### config.mk
export PLATFORM = sky130hd
export DESIGN_NAME = thick_line_stamp_rasterizer_top
export DESIGN_NICKNAME = d
export VERILOG_FILES = /design/src/rtl/tlsr_pkg.sv /design/src/rtl/thick_line_stamp_rasterizer_top.sv
export SDC_FILE = /design/constraint.sdc
export NUM_CORES = 1
export LEC_CHECK = 0
export BUFFER_PORTS_ARGS = -buffer_cell sky130_fd_sc_hd__buf_4
export CORE_UTILIZATION = 58
export CTS_BUF_LIST = sky130_fd_sc_hd__clkbuf_4
export CTS_CLUSTER_SIZE = 8
export DETAILED_ROUTE_END_ITERATION = 7
export PLACE_DENSITY_LB_ADDON = 0.3
export SLEW_MARGIN = 15
export SYNTH_ARGS = -nofsm -noshare
export SYNTH_HDL_FRONTEND = slang
export SYNTH_SLANG_ARGS = --single-unit
### constraint.sdc
create_clock -name clk -period 7.15 [get_ports clk]
set_clock_uncertainty 0.15 [all_clocks]
set_input_delay 0.715 -clock clk [delete_from_list [all_inputs] [get_ports clk]]
set_output_delay 0.715 -clock clk [all_outputs]
set_load 0.01 [all_outputs]
### src/rtl/tlsr_pkg.sv
// ----------------------------------------------------------------------------
// Thick line stamp rasterizer package
// Shared constants, operation codes and bus widths of the line stamp block.
// ----------------------------------------------------------------------------
package tlsr_pkg;

	localparam int SURFACE_WIDTH  = 96;
	localparam int SURFACE_HEIGHT = 64;

	localparam int COORD_W   = 8;
	localparam int POS_W     = 7;
	localparam int SIZE_W    = 4;
	localparam int S_TDATA_W = 4 * COORD_W;
	localparam int M_TDATA_W = 24;

	localparam logic [SIZE_W-1:0] THICK_RESET = 4'd3;

	typedef enum logic {
		OP_LOAD = 1'b0,
		OP_STEP = 1'b1
	} op_t;

endpackage

### src/rtl/thick_line_stamp_rasterizer_top.sv
// ----------------------------------------------------------------------------
// Thick line stamp rasterizer
// Walks a line with the Bresenham algorithm and returns, for each step
// transaction taken during a walk, the square brush stamp at the current
// point clipped to the display surface.
// ----------------------------------------------------------------------------
// A step transaction taken during a walk shows its stamp on the master side in
// the cycle after it is accepted; a load, or a step outside a walk, gives none.
// Throughput: one transaction per cycle while the master side does not stall,
// set by the single registered Bresenham update and the output register.
// Reset: arst_n clears the walk state, empties the output register and sets
// the brush thickness to three pixels.
module thick_line_stamp_rasterizer_top (
	input  logic                          clk,
	input  logic                          arst_n,
	input  logic                          cfg_we,
	input  logic [tlsr_pkg::SIZE_W-1:0]   cfg_wdata,    // brush_thickness
	input  logic                          s_tvalid,
	output logic                          s_tready,
	input  logic [tlsr_pkg::S_TDATA_W-1:0] s_tdata,     // start_x, start_y, end_x, end_y
	input  logic                          s_tuser,      // operation
	output logic                          m_tvalid,
	input  logic                          m_tready,
	output logic [tlsr_pkg::M_TDATA_W-1:0] m_tdata,     // rect_x, rect_y, rect_w, rect_h, pad
	output logic                          m_tuser,      // visible
	output logic                          m_tlast       // last
);
	import tlsr_pkg::*;

	typedef struct packed {
		logic [POS_W-1:0]  lo;
		logic [SIZE_W-1:0] len;
		logic              ok;
	} clip_t;

	localparam logic signed [9:0] SURF_W_S = 10'(SURFACE_WIDTH);
	localparam logic signed [9:0] SURF_H_S = 10'(SURFACE_HEIGHT);

	function automatic clip_t clip_axis(input logic [COORD_W-1:0] pos,
			input logic [SIZE_W-1:0] thick, input logic signed [9:0] limit);
		logic signed [9:0] lo;
		logic signed [9:0] len;
		clip_t             res;
		lo  = $signed({{2{pos[COORD_W-1]}}, pos} - {7'b0, thick[SIZE_W-1:1]});
		len = $signed({6'b0, thick});
		if (lo < 10'sd0) begin
			len = len + lo;
			lo  = 10'sd0;
		end
		if (lo + len > limit) begin
			len = limit - lo;
		end
		res.lo  = lo[POS_W-1:0];
		res.len = len[SIZE_W-1:0];
		res.ok  = (len > 10'sd0);
		return res;
	endfunction

	logic [SIZE_W-1:0]          thick_q;
	logic signed [COORD_W-1:0]  cur_x_q, cur_y_q, tgt_x_q, tgt_y_q;
	logic [8:0]                 dx_q;
	logic signed [9:0]          ndy_q;
	logic                       sxn_q, syn_q;
	logic signed [10:0]         err_q;
	logic                       walking_q;

	logic                       out_valid_q;
	logic [M_TDATA_W-1:0]       out_data_q;
	logic                       out_vis_q;
	logic                       out_last_q;

	logic signed [COORD_W-1:0]  in_sx, in_sy, in_ex, in_ey;
	logic signed [8:0]          diff_x, diff_y;
	logic [8:0]                 mag_x, mag_y;
	logic                       accept, do_load, do_step;
	logic                       at_end;
	logic signed [11:0]         e2;
	logic                       move_x, move_y;
	logic signed [11:0]         err_next;
	clip_t                      clip_x, clip_y;
	logic                       vis;

	assign s_tready = !out_valid_q || m_tready;
	assign accept   = s_tvalid && s_tready;
	assign do_load  = accept && (op_t'(s_tuser) == OP_LOAD);
	assign do_step  = accept && (op_t'(s_tuser) == OP_STEP) && walking_q;

	assign in_sx = s_tdata[7:0];
	assign in_sy = s_tdata[15:8];
	assign in_ex = s_tdata[23:16];
	assign in_ey = s_tdata[31:24];

	always_comb begin
		diff_x = 9'(in_ex) - 9'(in_sx);
		diff_y = 9'(in_ey) - 9'(in_sy);
		mag_x  = diff_x[8] ? 9'(-diff_x) : diff_x;
		mag_y  = diff_y[8] ? 9'(-diff_y) : diff_y;
	end

	always_comb begin
		at_end   = (cur_x_q == tgt_x_q) && (cur_y_q == tgt_y_q);
		e2       = {err_q, 1'b0};
		move_x   = (e2 >= 12'(ndy_q));
		move_y   = (e2 <= $signed({3'b0, dx_q}));
		err_next = 12'(err_q);
		if (move_x) begin
			err_next = err_next + 12'(ndy_q);
		end
		if (move_y) begin
			err_next = err_next + $signed({3'b0, dx_q});
		end
		clip_x = clip_axis(cur_x_q, thick_q, SURF_W_S);
		clip_y = clip_axis(cur_y_q, thick_q, SURF_H_S);
		vis    = clip_x.ok && clip_y.ok;
	end

	always_ff @(posedge clk or negedge arst_n) begin
		if (!arst_n) begin
			thick_q <= THICK_RESET;
		end else if (cfg_we) begin
			thick_q <= cfg_wdata;
		end
	end

	always_ff @(posedge clk or negedge arst_n) begin
		if (!arst_n) begin
			cur_x_q   <= '0;
			cur_y_q   <= '0;
			tgt_x_q   <= '0;
			tgt_y_q   <= '0;
			dx_q      <= '0;
			ndy_q     <= '0;
			sxn_q     <= 1'b0;
			syn_q     <= 1'b0;
			err_q     <= '0;
			walking_q <= 1'b0;
		end else if (do_load) begin
			cur_x_q   <= in_sx;
			cur_y_q   <= in_sy;
			tgt_x_q   <= in_ex;
			tgt_y_q   <= in_ey;
			dx_q      <= mag_x;
			ndy_q     <= -$signed({1'b0, mag_y});
			sxn_q     <= !(in_sx < in_ex);
			syn_q     <= !(in_sy < in_ey);
			err_q     <= $signed({2'b0, mag_x}) - $signed({2'b0, mag_y});
			walking_q <= 1'b1;
		end else if (do_step) begin
			if (at_end) begin
				walking_q <= 1'b0;
			end else begin
				err_q <= err_next[10:0];
				if (move_x) begin
					cur_x_q <= sxn_q ? cur_x_q - 8'sd1 : cur_x_q + 8'sd1;
				end
				if (move_y) begin
					cur_y_q <= syn_q ? cur_y_q - 8'sd1 : cur_y_q + 8'sd1;
				end
			end
		end
	end

	always_ff @(posedge clk or negedge arst_n) begin
		if (!arst_n) begin
			out_valid_q <= 1'b0;
		end else if (do_step) begin
			out_valid_q <= 1'b1;
		end else if (m_tready) begin
			out_valid_q <= 1'b0;
		end
	end

	always_ff @(posedge clk) begin
		if (do_step) begin
			if (vis) begin
				out_data_q <= {2'b0, clip_y.len, clip_x.len, clip_y.lo, clip_x.lo};
			end else begin
				out_data_q <= '0;
			end
			out_vis_q  <= vis;
			out_last_q <= at_end;
		end
	end

	assign m_tvalid = out_valid_q;
	assign m_tdata  = out_data_q;
	assign m_tuser  = out_vis_q;
	assign m_tlast  = out_last_q;

endmodule

==> impl_metrics.ini, run 1 <==
[timing]
period_share = 0.834
setup_ws_ns = 1.19
setup_viol = 0
slew_violations = 0
finalHoldViolCount = 0
max_freq_mhz = 168
totalNegativeSetupSlack_ns = 0
rsz0062_at_grt = no
slew_headroom = 0.267
min_period_ns = 5.96
worstMarginPinSlew_ns = 1.10

[clocking]
clk_pin_slew_worst_paths_ns = 0.18
ctsResizeCount = 0
hold_buffers = 0
clk_latency_ns = 0.50
clock_sinks = 94
cts_tree = built
cts_buffers = 9
cts_max_level = 3
cts_buffer_depth = 2
post_cts_buffers = 0
cts-root-buf = clkbuf_4

[global_route]
track_usage = 0.283
antenna_found_initial = 1
grt_max_degree = 71
grt_overflow = 0
grt_pass1_vias = 8039
grt_pass1_wl_mm = 38.0

[floorplan]
dieArea_um2 = 17100
start_util = 0.599
core_area_um2 = 16100
die_w_um = 131
num_io_pins = 70
fp-row-count = 46
die_h_um = 131

[logic_synthesis]
ys_seq_elements = 94
avgSynthCellArea_um2 = 8.33
synth_edf_count = 24
ys_async_sr_fraction = 0.745
synth_common_cells = 139 x nand2_1, 106 x ha_1, 103 x inv_1
synthCells = 1154
synth_top_cell_by_area = dfrtp_1
synth_top_cell_area_share = 0.177
yosysUniqueCellTypes = 80
synth_most_common_cell = nand2_1
ys_top_cells_by_area = dfrtp_1 18%, ha_1 14%, edfxtp_1 7.5%
synthFlopType = dfrtp_1
ys_warn_count = 0
syn_area_um2 = 9620
synth_seq_area_share = 0.257

[route]
routed_wl_mm = 22.7
detail_route.vias_per_cell = 5.88
drtPass1Iterations = 5
drc_errors = 0
wire_per_inst_um = 15.9
vias = 8393
postRouteAntennaNets = 0
drt_iter0_markers = 543

[final_layout]
final_nets = 1366
postLayoutCellArea_um2 = 10400
syn2layout_area_growth_pct = 8.24
fillCellCount = 1349
drive_gt1_frac = 0.103

[critical_path]
cp_max_fo = 23
critical_path.slowest_cell = dfrtp_1
worst-endpoint-arrival_ns = 6.13
cp-start-kind = flip-flop
cp_cell_sequence = inv_1 > ha_1 > inv_1 > fa_1 > xnor2_1 > inv_1 > ha_1 > xnor2_1 > nor2_1 > a21oi_1 > ha_1 > nand4b_1 > a211oi_1 > o21a_1 > o211ai_1 > a2111oi_0 > o21a_1 > mux2i_1 > o31a_1 > mux2i_4 > o211ai_4 > a311oi_1
critPathCaptureType = flip-flop
critPathKind = reg -> reg
worstPathRequired_ns = 7.31
r2r_cells = 22
max_stage_delay_ns = 0.46

[pwr]
p_clk_frac = 0.053
power_mw = 5.38
p_per_area_nw_per_um2 = 517
p_comb_frac = 0.769
vdd_drop_max_uv = 441
leakage_nw = 4.76
internal-power_mw = 2.60
switching_share = 0.518
pwr-share-seq = 0.177
p_sw_mw = 2.79

[placement]
gp_congestion = 0.902
place_hpwl_mm = 18.0
port_buffers = 67
place_ws_ns = 1.21
placed_area_um2 = 10300

[flow_run]
cap_violations = 0

[outcome]
status = finished, final reports clean

[worst_hold_path]
min_path_type = in -> async
-- final cells by class --
class,instances,area [um^2],share of cell area
diodes,2,5.00,0.000481
clock buffers,9,67.6,0.00649
clock inverters,7,55.1,0.00529
inverters,103,387,0.0371
multi-input cells,924,6600,0.634
flip-flops and latches,94,2470,0.238
well taps,216,270,0.0260
repair buffers,73,548,0.0527
-- stage by stage --
step           hold WS (ns)  utilization  std cells
3_3_place_gp          0.329        0.640       1410
3_5_place_dp          0.333        0.640       1410
6_report              0.187        0.648       1428
5_1_grt               0.231        0.648       1428
2_1_floorplan         0.269            -       1155
4_1_cts               0.194        0.648       1426
-- critical path, delay by kind of cell (launching register included) --
family / cells / cell delay (ns)
adder cells (fa/ha/maj): 4 / 1.18
buffers and inverters: 3 / 0.28
AO/OA/AOI/OAI: 9 / 2.48
multiplexers: 2 / 0.54
AND/OR/NAND/NOR: 2 / 0.17
flip-flops: 1 / 0.46
XOR/XNOR: 2 / 0.49
-- cells in the final DEF, fill, tap and decap left out, types with 4 or more instances in the layout --
cell and instances:
nor3_1 20, xnor2_1 65, or2_2 4, a21boi_0 7, or4_1 4, and2_1 4, nand3_1 21, o211ai_1 11
nand4b_1 4, a211oi_1 14, a31oi_1 9, clkbuf_4 9, xor2_1 43, o21a_1 14, nor2b_1 19, inv_1 103
mux2i_1 13, a21o_1 30, nor2_1 76, o22ai_1 13, or3_1 8, a22oi_1 5, edfxtp_1 24, buf_4 73
and3_1 4, o31ai_1 8, ha_1 106, nand4_1 10, dfrtp_1 68, nand2b_1 13, mux2_2 8, a21oi_1 64
nor3_2 4, nor4_1 12, fa_1 13, nand2_1 139, o21bai_1 14, o21ai_0 80
-- per-layer routing --
layer,global-route usage,up-vias,part of all wire
met5,0,-,0
met4,0.133,0,0.038
met3,0.0305,56,0.033
met2,0.499,206,0.49
met1,0.347,3936,0.44
li1,-,4195,-
-- power groups by stage --
stage	Sequential (mW)	Combinational, mW	Clock (mW)
4_1_cts	0.954	4.13	0.294
3_3_place_gp	0.960	4.02	0
6_report	0.955	4.14	0.286
3_5_place_dp	0.966	4.10	0
5_1_grt	0.985	4.67	0.311
2_1_floorplan	0.882	3.40	0
-- flip-flops by register name, indices dropped and copies added, names as in the netlist --
name	count
tgt_x_q	8
sxn_q	1
m_tuser	1
cur_x_q	8
dx_q	9
m_tlast	1
walking_q	1
err_q	11
thick_q	4
syn_q	1
m_tdata	22
tgt_y_q	8
ndy_q	10
m_tvalid	1
cur_y_q	8
-- final timing paths --
path,from,endpoint,slack (ns)
max reg2reg,cur_x_q[0],m_tdata[18],1.19
min,arst_n,tgt_y_q[6],0.19
max in group asynchronous,arst_n,m_tvalid,6.07
max,cur_x_q[0],m_tdata[18],1.19
min in group clk,s_tdata[18],tgt_x_q[2],0.26
min reg2reg,tgt_y_q[1],tgt_y_q[1],0.36
-- cell families (layout without fill, tap and decap cells) --
| logic type | Yosys count | count (layout) | synth area share |
|---|---|---|---|
| AOI/OAI and AO/OA | 315 | 315 | 0.216 |
| buffers and inverters | 137 | 192 | 0.0574 |
| other | 1 | 4 | 0.000390 |
| DFF | 94 | 94 | 0.257 |
| adders and majority gates | 119 | 119 | 0.165 |
| and+or+nand+nor | 355 | 355 | 0.176 |
| muxes | 22 | 22 | 0.0252 |
| xor gates and xnor gates | 111 | 111 | 0.103 |
(Power assumes the default switching activity.)
==> run 2: changes to the inputs <==
Settings changed: ABC_AREA set to 1.
Clock period 7.15 ns to 5.2 ns, I/O delays scaled along.
==> run 2 against run 1 <==
Compared with the run above:
- the flow now finishes with violations (negative hold slack)
- critical path depth is 2 lower
- count of clock-buffer cells in the layout grew 1
- fmax rose by 21%
- routed wire length rose by 5.2%
- sequential cell count stayed put
- critical endpoint is now m_tdata[1]
==> impl_metrics.ini, run 2 <==
[outcome]
status = finished with violations
violations = negative hold slack

[critical_path]
cp_max_fo = 6
cp-start-kind = flip-flop
critPathCaptureType = flip-flop
rr_startpoint = thick_q[1]
rr_endpoint = m_tdata[1]
ff2ff_setup_slack_ns = 0.26
r2r_cells = 20
critPathKind = reg -> reg
worst-endpoint-arrival_ns = 5.06
worstPathRequired_ns = 5.32

[final_layout]
final_nets = 1624
fillCellCount = 1479
antennaDiodeCount = 0
postLayoutCellArea_um2 = 10800
largest_reg_flops = 22
final_common_cell = nand2_1
syn2layout_area_growth_pct = 10.1
drive_gt1_frac = 0.131
final_cell_mix = 331 x nand2_1, 210 x inv_1, 105 x ha_1

[logic_synthesis]
avgSynthCellArea_um2 = 7.02
ys_warn_count = 0
synth-xor-area-share = 0.0659
synth_seq_area_share = 0.252
synthAdderAreaFrac = 0.162
ys_top_cells_by_area = dfrtp_1 17%, ha_1 14%, nand2_1 13%
synth_top_cell_area_share = 0.173
yosysUniqueCellTypes = 57
syn_area_um2 = 9820
synth_top_family_by_area = simple AND/OR/NAND/NOR gates
synth_top_cell_by_area = dfrtp_1
ys_async_sr_fraction = 0.745
synth.area.mux_share = 0.00102
synth_common_cells = 333 x nand2_1, 211 x inv_1, 106 x ha_1
synth_most_common_cell = nand2_1
synth_compound_gate_area_share = 0.138
synthCells = 1399
ys_seq_elements = 94
synthFlopType = dfrtp_1
synth_edf_count = 24
synth-simple-area-share = 0.282

[timing]
slew_violations = 0
worstMarginPinSlew_ns = 0.951
min_period_ns = 4.94
totalNegativeSetupSlack_ns = 0
slew_headroom = 0.364
finalHoldViolCount = 13
period_share = 0.950
max_freq_mhz = 202
setup_viol = 0
hold_slack_ns = -0.0381

[placement]
gp_congestion = 0.922
placed_area_um2 = 10500
port_buffers = 67
place_hpwl_mm = 18.5

[clocking]
cts_tree = built
cts_buffer_depth = 2
cts-root-buf = clkbuf_4
clk_pin_slew_worst_paths_ns = 0.17
cts_max_level = 3
cts_buffers = 9
clock_sinks = 94
clk_latency_ns = 0.51
hold_buffers = 0

[route]
vias = 9272
drc_errors = 0
detail_route.vias_per_cell = 5.49
routed_wl_mm = 23.9
wire_per_inst_um = 14.1
postRouteAntennaNets = 0
drtPass1Iterations = 5
drt_iter0_markers = 505

[floorplan]
die_w_um = 132
die_h_um = 132
fp-row-count = 47
core_area_um2 = 16600
dieArea_um2 = 17500
num_io_pins = 70
start_util = 0.592

[flow_run]
cap_violations = 0

[global_route]
grt_max_degree = 71
track_usage = 0.280
grt_overflow = 0
grt_pass1_wl_mm = 39.8
antenna_found_initial = 0
grt_pass1_vias = 8739

[worst_hold_path]
min_path_type = in -> async
==> run 2: changes by cell type after synthesis, moves of 27 or more <==
cell     change
nand3_1     +55
a21o_1      -29
inv_1      +108
xnor2_1     -42
nand2_1    +194
nor2_2      +27
==> run 2: logic make-up after synthesis <==
kind of cell | count (synthesis)
compound gates | 245
buf+inv | 250
xor+xnor | 73
mux | 1
other cells | 1
fa+ha+maj | 119
simple gates | 616
flops | 94
==> run 2: worst max path at each step <==
stage / cells past startpoint / startpoint / endpoint
floorplan: 29 / thick_q[1] / m_tdata[4]
global placement: 28 / thick_q[1] / m_tdata[1]
detailed placement: 28 / thick_q[1] / m_tdata[1]
CTS: 28 / thick_q[1] / m_tdata[1]
global route: 25 / thick_q[1] / m_tdata[4]
finish: 20 / thick_q[1] / m_tdata[1]
==> run 2: final cells by class <==
class,instances,area [um^2],area share
Sequential cell,94,2480,0.229
Inverter,223,840,0.0777
Multi-Input combinational cell,1059,6500,0.602
Clock buffer,10,75.1,0.00694
Timing Repair Buffer,76,571,0.0528
Tap cell,220,275,0.0255
Clock inverter,6,70.1,0.00648
==> run 2: through the flow <==
| step | util | setup WS (ns) | hold WS (ns) | instances |
|---|---|---|---|---|
| final | 0.652 | 0.259 | -0.0381 | 1688 |
| after global placement | 0.635 | 0.260 | 0.328 | 1667 |
| after floorplan | - | 0.602 | 0.0744 | 1400 |
| after CTS | 0.644 | 0.0778 | 0.00234 | 1683 |
| after global routing | 0.652 | -0.0487 | 0.0304 | 1688 |
| after detailed placement | 0.635 | 0.117 | 0.332 | 1667 |
==> run 2: per-layer routing <==
| metal | global-route usage | wire length [um] | vias to the layer above |
|---|---|---|---|
| met4 | 0.105 | 796 | 0 |
| met2 | 0.510 | 12100 | 228 |
| met1 | 0.330 | 10000 | 4289 |
| met5 | 0 | 0 | - |
| met3 | 0.0431 | 951 | 56 |
| li1 | - | - | 4699 |
==> run 2: critical path, stage by stage, from the launching register on <==
cell      delay, ns
dfstp_2        0.62
ha_1           0.20
fa_1           0.47
fa_1           0.46
or2_2          0.29
o21ai_1        0.16
inv_1          0.10
fa_1           0.43
nand3b_1       0.17
and2_1         0.19
a21oi_2        0.13
nand2_1        0.09
o21ai_2        0.19
xor2_2         0.19
nand2_4        0.10
nand3_1        0.08
nand2_1        0.09
nor2_2         0.17
nand3_4        0.17
nand3_4        0.19
nor2_1         0.06
==> run 2: repair_timing <==
item / in CTS / in global routing
resized for setup: 0 / 23
setup endpoints to repair: 0 / 23
setup buffers: 0 / 2
Power of run 2 is left out: the tool's default activity adds up to more than one toggle a clock period on the data nets, which glitch-free logic cannot reach.
==> run 3: changes to the inputs <==
Settings changed: ABC_AREA 1 to unset, CTS_CLUSTER_SIZE 8 to 25.
==> run 3 against run 2 <==
Compared with the run above:
- the run still ends with negative hold slack left
- global-route usage is 1.4 points higher
- register-to-register slack worse by 0.13 ns
- via count is 4.7% lower
- largest cell class unchanged
- setup slack worse by 0.13 ns
- critical path depth is 1 lower
- worst hold slack worse by 0.015 ns
- sequential cell count stayed put
- non-clock buffer count is 66 higher
==> impl_metrics.ini, run 3 (synthesized netlist as in run 1, its figures left out) <==
[floorplan]
die_h_um = 131
start_util = 0.599
dieArea_um2 = 17100
num_io_pins = 70
fp-row-count = 46
core_area_um2 = 16100
die_w_um = 131

[timing]
worstMarginPinSlew_ns = 1.13
slew_violations = 0
slew_headroom = 0.247
finalHoldViolCount = 22
max_freq_mhz = 197
min_period_ns = 5.07
period_share = 0.975
hold_slack_ns = -0.0530
rsz0062_at_grt = yes
setup_viol = 0

[final_layout]
final_common_cell = buf_4
largest_reg_flops = 22
utilization = 0.695
final_nets = 1435
final_cell_mix = 139 x buf_4, 136 x nand2_1, 101 x ha_1
postLayoutCellArea_um2 = 11200
final_cells = 1496
drive_gt1_frac = 0.187
syn2layout_area_growth_pct = 16.1

[clocking]
clock_sinks = 94
hold_buffers = 0
cts_buffers = 9
cts_buffer_depth = 2
cts-root-buf = clkbuf_4
clk_latency_ns = 0.51
cts_tree = built
cts_max_level = 3
clk_pin_slew_worst_paths_ns = 0.20

[route]
detail_route.vias_per_cell = 5.91
drtPass1Iterations = 7
wire_per_inst_um = 16.4
drt_iter0_markers = 601
vias = 8839
routed_wl_mm = 24.6
postRouteAntennaNets = 0
drc_errors = 0

[placement]
place_inst = 1470
port_buffers = 67
placed_area_um2 = 10700
place_hpwl_mm = 18.8
gp_congestion = 0.891

[critical_path]
rr_startpoint = thick_q[1]
critPathCaptureType = flip-flop
critPathKind = reg -> reg
crit_start = thick_q[1]
worstPathRequired_ns = 5.27
cp_max_fo = 13
cp-start-kind = flip-flop
worst-endpoint-arrival_ns = 5.14

[global_route]
antenna_found_initial = 1
grt_overflow = 0
track_usage = 0.293
grt_pass1_wl_mm = 39.4
grt_pass1_vias = 8366
grt_max_degree = 71

[pwr]
leakage_nw = 5.13
vdd_drop_max_uv = 652
p_per_area_nw_per_um2 = 760

[outcome]
status = finished with violations
violations = negative hold slack

[flow_run]
cap_violations = 0

[worst_hold_path]
min_path_type = in -> async
[run 3: cell types whose count changed in the layout (fill, tap and decap cells not counted), moves of 24 or more]
cell / previous run / this run
inv_1: 210 / 99
a21o_1: 1 / 30
a21oi_1: 88 / 61
buf_4: 76 / 139
xnor2_1: 23 / 62
o21ai_0: 97 / 73
nand2_1: 331 / 136
nand3_1: 76 / 21
nor2_2: 29 / 3
[run 3: critical path: stages (launching register included)]
cell      delay, ns
dfstp_2        0.56
buf_4          0.14
ha_4           0.16
fa_2           0.45
fa_1           0.45
nand2b_1       0.20
a21oi_1        0.13
a21oi_1        0.09
ha_1           0.36
and4_1         0.21
a221oi_2       0.27
buf_4          0.16
xor2_1         0.15
nand4b_1       0.15
o31ai_2        0.26
a31oi_2        0.19
and3_4         0.22
o211ai_4       0.24
buf_8          0.19
nor3_2         0.04
[run 3: stage by stage]
step                setup TNS (ns)  hold WS, ns  power (mW)  setup slack (ns)
global placement           -0.0409        0.331        7.27          -0.00820
finish                           0      -0.0530        8.48             0.130
detailed placement           -1.21        0.335        7.47            -0.156
global route                -0.302       0.0403        9.19           -0.0728
floorplan                        0       0.0744        5.89             0.123
CTS                              0      0.00298        7.99           0.00227
[run 3: cell type report]
| class | instances | area (um^2) |
|---|---|---|
| clock buffer | 9 | 67.6 |
| tap | 216 | 270 |
| timing repair buffer | 142 | 1070 |
| antenna | 1 | 2.50 |
| multi-input combinational | 924 | 6820 |
| inverter | 103 | 387 |
| clock inverter | 7 | 62.6 |
| fill | 1243 | 4900 |
| sequential | 94 | 2470 |
[run 3: path summary, 6_finish.rpt]
kind                              end  cells past startpoint  slack, ns
max reg2reg                m_tdata[5]                     19       0.13
min                          err_q[5]                      1      -0.05
max                        m_tdata[5]                     19       0.13
min reg2reg                tgt_y_q[7]                      2       0.37
min in group clk           tgt_x_q[4]                      3       0.05
max in group asynchronous    m_tvalid                      1       4.27
[run 3: where the power goes]
part / internal, mW / switching (mW) / leakage [nW] / total [mW]
clock: 0.109 / 0.309 / 0.0699 / 0.418
sequential: 1.02 / 0.281 / 1.07 / 1.30
combinational: 3.10 / 3.66 / 4.00 / 6.76
total: 4.23 / 4.25 / 5.13 / 8.48
[run 3: what timing repair did]
item,4_1_cts,5_1_grt
endpoints found under the setup margin,24,24
gates resized for setup,12,49
gates cloned,0,1
setup buffers,1,7
pin swaps,4,24
[run 3: layer usage]
layer | up-vias | GRT usage | routed length [um]
met5 | - | 0 | 0
met1 | 4200 | 0.353 | 10300
li1 | 4337 | - | -
met3 | 71 | 0.0309 | 883
met2 | 231 | 0.534 | 12500
met4 | 0 | 0.114 | 835
